File: config.mk
export PLATFORM = sky130hd
export DESIGN_NAME = jpeg_coefficient_run_expander
export DESIGN_NICKNAME = d
export VERILOG_FILES = /design/src/hw/rtl/jcre_pkg.sv /design/src/hw/rtl/jcre_front.sv /design/src/hw/rtl/jcre_queue.sv /design/src/hw/rtl/jcre_back.sv /design/src/hw/rtl/jpeg_coefficient_run_expander.sv
export SDC_FILE = /design/constraint.sdc
export NUM_CORES = 2
export LEC_CHECK = 0
export ABC_AREA = 1
export BUFFER_PORTS_ARGS = -buffer_cell sky130_fd_sc_hd__buf_2
export CORE_MARGIN = 8
export CORE_UTILIZATION = 35
export CTS_BUF_LIST = sky130_fd_sc_hd__clkbuf_16
export CTS_CLUSTER_SIZE = 12
export DETAILED_ROUTE_END_ITERATION = 10
export SLEW_MARGIN = 10
export SYNTH_ARGS = -nofsm -noshare
export SYNTH_HDL_FRONTEND = slang
export SYNTH_SLANG_ARGS = --single-unit
File: constraint.sdc
create_clock -name clk -period 5.7 [get_ports clk]
set_input_delay 0.285 -clock clk [delete_from_list [all_inputs] [get_ports clk]]
set_output_delay 0.285 -clock clk [all_outputs]
set_load 0.01 [all_outputs]
File: src/hw/rtl/jcre_pkg.sv
// ============================================================================
// jcre_pkg - shared types and constants for the coefficient run expander
// Command format between front and back, sequencer states, zigzag table.
// ============================================================================
package jcre_pkg;

    localparam int BLOCK_COEFFS = 64;
    localparam int ZZ_W         = $clog2(BLOCK_COEFFS);
    localparam logic [ZZ_W-1:0] LAST_ZZ = ZZ_W'(BLOCK_COEFFS - 1);

    localparam int QUEUE_DEPTH = 4;
    localparam int QPTR_W      = $clog2(QUEUE_DEPTH);

    // input item kinds and component codes
    localparam logic       KIND_QWRITE = 1'b0;
    localparam logic       KIND_SYMBOL = 1'b1;
    localparam logic [1:0] COMP_Y      = 2'd0;
    localparam logic [1:0] COMP_UNUSED = 2'd3;

    typedef enum logic
    {
        OP_QWRITE,
        OP_EXPAND
    } op_t;

    // one queued command: table write, or a zero run plus optional value
    typedef struct packed
    {
        op_t               op;
        logic [6:0]        q_addr;
        logic [7:0]        q_data;
        logic [ZZ_W-1:0]   start;
        logic [ZZ_W-1:0]   nzeros;
        logic              has_val;
        logic signed [15:0] value;
        logic              tsel;
        logic              ovr;
    } cmd_t;

    typedef enum logic [1:0]
    {
        SEQ_IDLE,
        SEQ_ZEROS,
        SEQ_VALUE
    } seq_state_t;

    localparam logic [5:0] ZZ_NAT [0:63] = '{
        6'd0,  6'd1,  6'd8,  6'd16, 6'd9,  6'd2,  6'd3,  6'd10,
        6'd17, 6'd24, 6'd32, 6'd25, 6'd18, 6'd11, 6'd4,  6'd5,
        6'd12, 6'd19, 6'd26, 6'd33, 6'd40, 6'd48, 6'd41, 6'd34,
        6'd27, 6'd20, 6'd13, 6'd6,  6'd7,  6'd14, 6'd21, 6'd28,
        6'd35, 6'd42, 6'd49, 6'd56, 6'd57, 6'd50, 6'd43, 6'd36,
        6'd29, 6'd22, 6'd15, 6'd23, 6'd30, 6'd37, 6'd44, 6'd51,
        6'd58, 6'd59, 6'd52, 6'd45, 6'd38, 6'd31, 6'd39, 6'd46,
        6'd53, 6'd60, 6'd61, 6'd54, 6'd47, 6'd55, 6'd62, 6'd63
    };

    function automatic logic [5:0] zz_to_nat(input logic [ZZ_W-1:0] zz);
        return ZZ_NAT[zz];
    endfunction

endpackage

File: src/hw/rtl/jcre_front.sv
// ============================================================================
// jcre_front - symbol classifier
// Tracks block position and DC predictors, turns each item into a command.
// ============================================================================
module jcre_front
    import jcre_pkg::*;
(
    input  logic        clk,
    input  logic        rst_n,
    input  logic        in_valid,
    output logic        in_stall,
    input  logic        kind,
    input  logic [1:0]  component,
    input  logic [7:0]  run_size,
    input  logic [10:0] extra_bits,
    input  logic        table_select,
    input  logic [5:0]  quant_pos,
    input  logic [7:0]  quant_value,
    input  logic        q_full,
    output logic        q_push,
    output cmd_t        q_cmd
);

    logic [ZZ_W-1:0] pos_reg, pos_next;
    logic [15:0]     pred_reg [3];
    logic            take;
    logic            symbol_ok;
    logic signed [11:0] mag;
    logic [15:0]     dc_sum;
    logic [3:0]      run;
    logic [ZZ_W:0]   end_sum;

    // sign-extend size bits of magnitude, size clamped to eleven
    function automatic logic signed [11:0] magnitude(input logic [3:0] size_in,
                                                     input logic [10:0] bits);
        logic [3:0]  s;
        logic [10:0] mask;
        logic [10:0] raw;
        logic signed [11:0] res;
        s    = (size_in > 4'd11) ? 4'd11 : size_in;
        mask = 11'((12'd1 << s) - 12'd1);
        raw  = bits & mask;
        if (s == 4'd0)
            res = '0;
        else if (!raw[s - 4'd1])
            res = $signed({1'b0, raw}) - $signed({1'b0, mask});
        else
            res = $signed({1'b0, raw});
        return res;
    endfunction

    assign in_stall  = q_full;
    assign take      = in_valid && !q_full;
    assign symbol_ok = (kind == KIND_SYMBOL) && (component != COMP_UNUSED);
    assign q_push    = take && ((kind == KIND_QWRITE) || symbol_ok);

    assign mag     = magnitude(run_size[3:0], extra_bits);
    assign dc_sum  = pred_reg[component] + 16'(mag);
    assign run     = run_size[7:4];
    assign end_sum = {1'b0, pos_reg} + (ZZ_W+1)'(run);

    // classify the item into a command
    always_comb
    begin
        q_cmd         = '0;
        q_cmd.op      = OP_EXPAND;
        q_cmd.q_addr  = {table_select, quant_pos};
        q_cmd.q_data  = quant_value;
        q_cmd.start   = pos_reg;
        q_cmd.tsel    = (component != COMP_Y);
        pos_next      = pos_reg;
        if (kind == KIND_QWRITE)
        begin
            q_cmd.op = OP_QWRITE;
        end
        else if (pos_reg == '0)
        begin
            // DC difference
            q_cmd.has_val = 1'b1;
            q_cmd.value   = $signed(dc_sum);
            pos_next      = ZZ_W'(1);
        end
        else if (run_size == 8'h00)
        begin
            // end of block
            q_cmd.nzeros = ZZ_W'(BLOCK_COEFFS - {1'b0, pos_reg});
            pos_next     = '0;
        end
        else if (end_sum[ZZ_W])
        begin
            // run passes block end: truncate
            q_cmd.nzeros = ZZ_W'(BLOCK_COEFFS - {1'b0, pos_reg});
            q_cmd.ovr    = 1'b1;
            pos_next     = '0;
        end
        else
        begin
            q_cmd.nzeros  = ZZ_W'(run);
            q_cmd.has_val = 1'b1;
            q_cmd.value   = 16'(mag);
            pos_next      = ZZ_W'(end_sum + 1'b1);
        end
    end

    // block position and predictors
    always_ff @(posedge clk or negedge rst_n)
    begin
        if (!rst_n)
        begin
            pos_reg <= '0;
            for (int i = 0; i < 3; i++)
                pred_reg[i] <= '0;
        end
        else if (take && symbol_ok)
        begin
            pos_reg <= pos_next;
            if (pos_reg == '0)
                pred_reg[component] <= dc_sum;
        end
    end

endmodule

File: src/hw/rtl/jcre_queue.sv
// ============================================================================
// jcre_queue - command queue
// Small FIFO that decouples the classifier from the expander.
// ============================================================================
module jcre_queue
    import jcre_pkg::*;
(
    input  logic clk,
    input  logic rst_n,
    input  logic push,
    input  cmd_t push_cmd,
    output logic full,
    input  logic pop,
    output cmd_t head,
    output logic empty
);

    cmd_t              entry_reg [QUEUE_DEPTH];
    logic [QPTR_W-1:0] wr_ptr_reg;
    logic [QPTR_W-1:0] rd_ptr_reg;
    logic [QPTR_W:0]   count_reg;

    assign full  = (count_reg == (QPTR_W+1)'(QUEUE_DEPTH));
    assign empty = (count_reg == '0);
    assign head  = entry_reg[rd_ptr_reg];

    // storage
    always_ff @(posedge clk)
    begin
        if (push)
            entry_reg[wr_ptr_reg] <= push_cmd;
    end

    // pointers and fill count
    always_ff @(posedge clk or negedge rst_n)
    begin
        if (!rst_n)
        begin
            wr_ptr_reg <= '0;
            rd_ptr_reg <= '0;
            count_reg  <= '0;
        end
        else
        begin
            if (push)
                wr_ptr_reg <= wr_ptr_reg + 1'b1;
            if (pop)
                rd_ptr_reg <= rd_ptr_reg + 1'b1;
            if (push && !pop)
                count_reg <= count_reg + 1'b1;
            else if (pop && !push)
                count_reg <= count_reg - 1'b1;
        end
    end

endmodule

File: src/hw/rtl/jcre_back.sv
// ============================================================================
// jcre_back - run expander and dequantizer
// Sequences zero runs and values, reads the quantization table, multiplies.
// ============================================================================
module jcre_back
    import jcre_pkg::*;
(
    input  logic        clk,
    input  logic        rst_n,
    input  cmd_t        head,
    input  logic        q_empty,
    output logic        q_pop,
    output logic        out_valid,
    input  logic        out_stall,
    output logic [23:0] coefficient,
    output logic [2:0]  row,
    output logic [2:0]  col,
    output logic        block_last,
    output logic        overrun
);

    seq_state_t      state_reg, state_next;
    logic [ZZ_W-1:0] zz_reg, zz_next;
    logic [ZZ_W-1:0] left_reg, left_next;
    cmd_t            cur_reg, cur_next;
    logic            adv;
    logic            wr_en;
    logic            iss_valid;
    logic            iss_zero;
    logic            iss_read;

    logic [7:0]      qmem [128];
    logic [7:0]      q_rd_reg;

    logic            s1_valid_reg;
    logic [ZZ_W-1:0] s1_zz_reg;
    logic signed [15:0] s1_val_reg;
    logic            s1_zero_reg;
    logic            s1_ovr_reg;

    logic            out_valid_reg;
    logic [23:0]     coefficient_reg;
    logic [2:0]      row_reg;
    logic [2:0]      col_reg;
    logic            last_reg;
    logic            ovr_reg;

    logic signed [24:0] prod;
    logic [5:0]      nat;

    // whole pipeline moves when the output register is free
    assign adv = !out_valid_reg || !out_stall;

    // sequencer: next state and issue
    always_comb
    begin
        state_next = state_reg;
        zz_next    = zz_reg;
        left_next  = left_reg;
        cur_next   = cur_reg;
        q_pop      = 1'b0;
        wr_en      = 1'b0;
        iss_valid  = 1'b0;
        iss_zero   = 1'b1;
        iss_read   = 1'b0;
        case (state_reg)
            SEQ_IDLE:
            begin
                if (!q_empty)
                begin
                    q_pop = 1'b1;
                    if (head.op == OP_QWRITE)
                        wr_en = 1'b1;
                    else
                    begin
                        cur_next   = head;
                        zz_next    = head.start;
                        left_next  = head.nzeros;
                        state_next = (head.nzeros != '0) ? SEQ_ZEROS : SEQ_VALUE;
                    end
                end
            end
            SEQ_ZEROS:
            begin
                iss_valid = 1'b1;
                if (adv)
                begin
                    zz_next   = zz_reg + 1'b1;
                    left_next = left_reg - 1'b1;
                    if (left_reg == ZZ_W'(1))
                        state_next = cur_reg.has_val ? SEQ_VALUE : SEQ_IDLE;
                end
            end
            SEQ_VALUE:
            begin
                iss_valid = 1'b1;
                iss_zero  = (cur_reg.value == '0);
                iss_read  = adv;
                if (adv)
                    state_next = SEQ_IDLE;
            end
            default:
            begin
                state_next = SEQ_IDLE;
            end
        endcase
    end

    always_ff @(posedge clk or negedge rst_n)
    begin
        if (!rst_n)
        begin
            state_reg <= SEQ_IDLE;
            zz_reg    <= '0;
            left_reg  <= '0;
        end
        else
        begin
            state_reg <= state_next;
            zz_reg    <= zz_next;
            left_reg  <= left_next;
        end
    end

    always_ff @(posedge clk)
    begin
        cur_reg <= cur_next;
    end

    // quantization table
    always_ff @(posedge clk)
    begin
        if (wr_en)
            qmem[head.q_addr] <= head.q_data;
        if (iss_read)
            q_rd_reg <= qmem[{cur_reg.tsel, zz_reg}];
    end

    // stage 1: issued coefficient
    always_ff @(posedge clk or negedge rst_n)
    begin
        if (!rst_n)
            s1_valid_reg <= 1'b0;
        else if (adv)
            s1_valid_reg <= iss_valid;
    end

    always_ff @(posedge clk)
    begin
        if (adv)
        begin
            s1_zz_reg   <= zz_reg;
            s1_val_reg  <= cur_reg.value;
            s1_zero_reg <= iss_zero;
            s1_ovr_reg  <= cur_reg.ovr;
        end
    end

    // stage 2: dequantize into the output register
    assign prod = s1_val_reg * $signed({1'b0, q_rd_reg});
    assign nat  = zz_to_nat(s1_zz_reg);

    always_ff @(posedge clk or negedge rst_n)
    begin
        if (!rst_n)
            out_valid_reg <= 1'b0;
        else if (adv)
            out_valid_reg <= s1_valid_reg;
    end

    always_ff @(posedge clk)
    begin
        if (adv && s1_valid_reg)
        begin
            coefficient_reg <= s1_zero_reg ? 24'd0 : prod[23:0];
            row_reg         <= nat[5:3];
            col_reg         <= nat[2:0];
            last_reg        <= (s1_zz_reg == LAST_ZZ);
            ovr_reg         <= s1_ovr_reg;
        end
    end

    assign out_valid   = out_valid_reg;
    assign coefficient = coefficient_reg;
    assign row         = row_reg;
    assign col         = col_reg;
    assign block_last  = last_reg;
    assign overrun     = ovr_reg;

    // a zero run never starts empty
    a_run_nonempty: assert property (@(posedge clk) disable iff (!rst_n)
        (state_reg == SEQ_ZEROS) |-> (left_reg != '0))
        else $error("zero run with nothing left");

    // a run reaching the last position must end there
    a_run_ends_at_block_end: assert property (@(posedge clk) disable iff (!rst_n)
        (state_reg == SEQ_ZEROS && zz_reg == LAST_ZZ) |-> (left_reg == ZZ_W'(1)))
        else $error("zero run crosses block end");

    // value state only for commands that carry a value
    a_value_has_val: assert property (@(posedge clk) disable iff (!rst_n)
        (state_reg == SEQ_VALUE) |-> cur_reg.has_val)
        else $error("value issued for a run-only command");

    // a stalled output freezes stage 1
    a_stall_holds_s1: assert property (@(posedge clk) disable iff (!rst_n)
        (out_valid_reg && out_stall) |=> ($stable(s1_zz_reg) && $stable(s1_valid_reg)))
        else $error("stage 1 moved under stall");

endmodule

File: src/hw/rtl/jpeg_coefficient_run_expander.sv
// ============================================================================
// jpeg_coefficient_run_expander - baseline coefficient decode
// Sign-extends magnitudes, applies DC prediction, expands zero runs and
// dequantizes; one coefficient per transfer with natural row and column.
// ============================================================================
// Path: input item, command queue, sequencer, stage 1, output register.
// Flow: the expander pops a command only when idle; a table write is done at
//   the pop, and runs issue one coefficient per cycle while the output is not
//   stalled; a 4-entry command queue lets the input keep accepting while a long run is expanded.
// Reset: asynchronous, clears DC predictors, block position, queue and
//   pipeline; the quantization table is not cleared and must be written first.
module jpeg_coefficient_run_expander
    import jcre_pkg::*;
(
    input  logic        clk,
    input  logic        rst_n,
    input  logic        in_valid,
    output logic        in_stall,
    input  logic        kind,
    input  logic [1:0]  component,
    input  logic [7:0]  run_size,
    input  logic [10:0] extra_bits,
    input  logic        table_select,
    input  logic [5:0]  quant_pos,
    input  logic [7:0]  quant_value,
    output logic        out_valid,
    input  logic        out_stall,
    output logic signed [23:0] coefficient,
    output logic [2:0]  row,
    output logic [2:0]  col,
    output logic        block_last,
    output logic        overrun
);

    cmd_t push_cmd;
    cmd_t head;
    logic q_push;
    logic q_full;
    logic q_pop;
    logic q_empty;
    logic [23:0] coef_bits;

    jcre_front u_front
    (
        .clk          (clk),
        .rst_n        (rst_n),
        .in_valid     (in_valid),
        .in_stall     (in_stall),
        .kind         (kind),
        .component    (component),
        .run_size     (run_size),
        .extra_bits   (extra_bits),
        .table_select (table_select),
        .quant_pos    (quant_pos),
        .quant_value  (quant_value),
        .q_full       (q_full),
        .q_push       (q_push),
        .q_cmd        (push_cmd)
    );

    jcre_queue u_queue
    (
        .clk      (clk),
        .rst_n    (rst_n),
        .push     (q_push),
        .push_cmd (push_cmd),
        .full     (q_full),
        .pop      (q_pop),
        .head     (head),
        .empty    (q_empty)
    );

    jcre_back u_back
    (
        .clk         (clk),
        .rst_n       (rst_n),
        .head        (head),
        .q_empty     (q_empty),
        .q_pop       (q_pop),
        .out_valid   (out_valid),
        .out_stall   (out_stall),
        .coefficient (coef_bits),
        .row         (row),
        .col         (col),
        .block_last  (block_last),
        .overrun     (overrun)
    );

    assign coefficient = $signed(coef_bits);

endmodule

==> impl_metrics.json <==
{
  "status": "finished clean",
  "pre_cts_ws_ps": 381,
  "synth.ff_latch_count": 1372,
  "place_congestion": 0.851,
  "critPathMaxFanout": 16,
  "gr-total-overflow": 0,
  "die_area_mm2": 0.188,
  "htreeDepth": 4,
  "async_flop_share": 0.0561,
  "grt_start_max_net_pins": 155,
  "ios": 75,
  "dr.pass1.iters": 6,
  "finalInstanceArea_mm2": 0.0688,
  "maxCapViolCount": 0,
  "r2r_start": "u_back.q_rd_reg[4]$_DFFE_PP_",
  "max_clock_freq_mhz": 187,
  "yosysWarnings": 0,
  "setup_tns_ps": 0,
  "cts_resized": 0,
  "mostFrequentLayoutCells": "edfxtp_1 (1295), nor2_1 (809), o21ai_0 (670), nand2_1 (565), inv_1 (423)",
  "nets": 5457,
  "cp_data_arrival_time_ps": 5870,
  "synth_edf_count": 1295,
  "hp-class": "input port to flop",
  "drive_gt1_frac": 0.0755,
  "cp-start-kind": "flop",
  "syn_area_mm2": 0.0611,
  "tightestPinTransition_ps": 1230,
  "worstSetupPathType": "flop to flop",
  "clock_sinks": 1372,
  "grt_pass1_wl_um": 238000,
  "fin_crit_ps": 5340,
  "ys_types": 63,
  "vias_per_cell": 5.28,
  "layout_commonest_cell": "edfxtp_1",
  "maxSlewViolCount": 0,
  "seq_area_frac_synth": 0.668,
  "crit_required_ps": 6230,
  "die_h_um": 434,
  "syn_nets": 5450,
  "fin_crit_sh": 0.937,
  "clk_latency_ps": 790,
  "chipWidth_um": 434,
  "min_from": "run_size[6]",
  "clkTransAtPathRegs_ps": 60,
  "cp-startpoint": "u_back.q_rd_reg[4]$_DFFE_PP_",
  "initial_core_util": 0.352,
  "endpoint_kind": "flop",
  "cts_buffers": 144,
  "synthCells": 5210,
  "antenna_found_initial": 8,
  "avgRoutedWirePerCell_um": 20.5,
  "vias": 40352,
  "dpl_cell_area_mm2": 0.0642,
  "io_buffer_count": 74,
  "clockBufferDepth": 3,
  "grt_pass1_vias": 38757,
  "syn_area_per_cell_um2": 11.7,
  "holdWs_ps": 88.4,
  "fp-row-count": 153,
  "setup_viol": 0,
  "drcViolationCount": 0,
  "core_area_mm2": 0.174,
  "rsz0062_at_grt": "no",
  "area_growth_pct": 12.5,
  "largest_reg_flops": 1024,
  "route.antenna.remaining_nets": 0,
  "grt.total_usage": 0.162,
  "setup_ws_ps": 360,
  "max_slew_margin": 0.183,
  "synthFlopType": "edfxtp_1",
  "finClkSkew_ps": 51.6,
  "dp_hpwl_um": 92900,
  "clk_root_buffer_cell": "clkbuf_16",
  "hold_violations": 0,
  "cts_tree": "done",
  "drt_iter0_drc": 3869,
  "wirelength_um": 157000
}
[cell families (layout without fill, tap and decap cells)]
| group | count (synthesis) | after routing | share of synthesized area |
|---|---|---|---|
| simple gates | 1669 | 1669 | 0.113 |
| flops | 1372 | 1372 | 0.668 |
| compound gates | 1224 | 1224 | 0.116 |
| buf+inv | 708 | 810 | 0.0441 |
| fa+ha+maj | 199 | 199 | 0.0534 |
| xor+xnor | 36 | 36 | 0.00516 |
| mux | 2 | 2 | 0.000348 |
| other cells | 0 | 4 | 0 |
[worst paths after layout]
| check | end | slack [ps] | depth (start not counted) |
|---|---|---|---|
| min in group asynchronous | u_back.s1_valid_reg$_DFFE_PN0N_ | 450 | 3 |
| min | u_queue.entry_reg[1][24]$_DFFE_PP_ | 90 | 4 |
| max | u_back.coefficient[23]$_SDFFCE_PP0P_ | 360 | 22 |
| min reg2reg | u_back.s1_ovr_reg$_DFFE_PN_ | 440 | 0 |
| max reg2reg | u_back.coefficient[23]$_SDFFCE_PP0P_ | 360 | 22 |
| max in group asynchronous | u_back.zz_reg[1]$_DFFE_PN0P_ | 4320 | 4 |
[critical path, stage by stage (launching register included)]
cell      delay, ps
edfxtp_1        760
nand2_1         180
fa_1            520
fa_1            540
inv_1            50
fa_1            490
fa_1            410
ha_1            340
nand2_1          70
o21ai_0         290
nand4_1         130
nand2_1         160
inv_1            60
o21bai_1        250
a31oi_1         170
o21ai_0         240
nand2_1          70
inv_1            80
o21ai_0          70
nand2_1          80
nand2_1          50
nand2_1          60
nor2_1           40
[through the flow]
stage	utilization	instances
after floorplan	-	5210
after global placement	0.370	7363
after detailed placement	0.370	7363
after CTS	0.396	7627
after global routing	0.396	7639
final	0.396	7641
[area by class of cell]
class                      instances  area, µm²
antenna                            4       10.0
clock buffer                     146       3650
clock inverter                    95        631
fill                           16343     105000
inverter                         393       1500
multi-input combinational       3130      17800
sequential                      1372      40800
tap                             2325       2910
timing repair buffer             176       1480
[layer usage]
layer / up-vias / GRT usage / part of all wire / wire (µm)
met1: 20056 / 0.219 / 0.43 / 67100
met5: - / 0 / 0.00026 / 40
met3: 258 / 0.0277 / 0.062 / 9730
met2: 1377 / 0.267 / 0.48 / 74800
met4: 8 / 0.0544 / 0.032 / 5080
li1: 18653 / - / - / -
[cell usage after synthesis, drive strengths merged, types with 2 or more instances]
cell,n,share of area
o22ai,197,0.020
a32o,5,0.00082
nand2,580,0.037
a21o,3,0.00037
xnor2,14,0.0020
o221ai,109,0.016
nor3,22,0.0020
o31ai,3,0.00037
edfxtp,1295,0.64
o21bai,4,0.00055
a211oi,5,0.00061
nand3,149,0.013
nor3b,2,0.00033
nand4,77,0.0082
a31oi,23,0.0024
or2,2,0.00020
a22oi,5,0.00061
clkbuf,286,0.018
clkinv,7,0.00043
and2,2,0.00020
nor4,9,0.00092
ha,96,0.020
fa,103,0.034
inv,386,0.024
o21ai,686,0.056
a32oi,11,0.0016
a21oi,122,0.010
xor2,22,0.0032
buf,29,0.0023
a221oi,9,0.0013
nor2,819,0.051
o21a,5,0.00061
o211ai,34,0.0043
dfrtp,77,0.032
nand3b,7,0.0011
[repair_timing]
item,4_1_cts,5_1_grt
endpoints found under the hold margin,116,0
buffers inserted,0,10
hold buffers,23,0
endpoints found under the setup margin,0,1
Power is not shown: default switching activity piles up to over one toggle a cycle in this logic, so the estimate is an artifact.
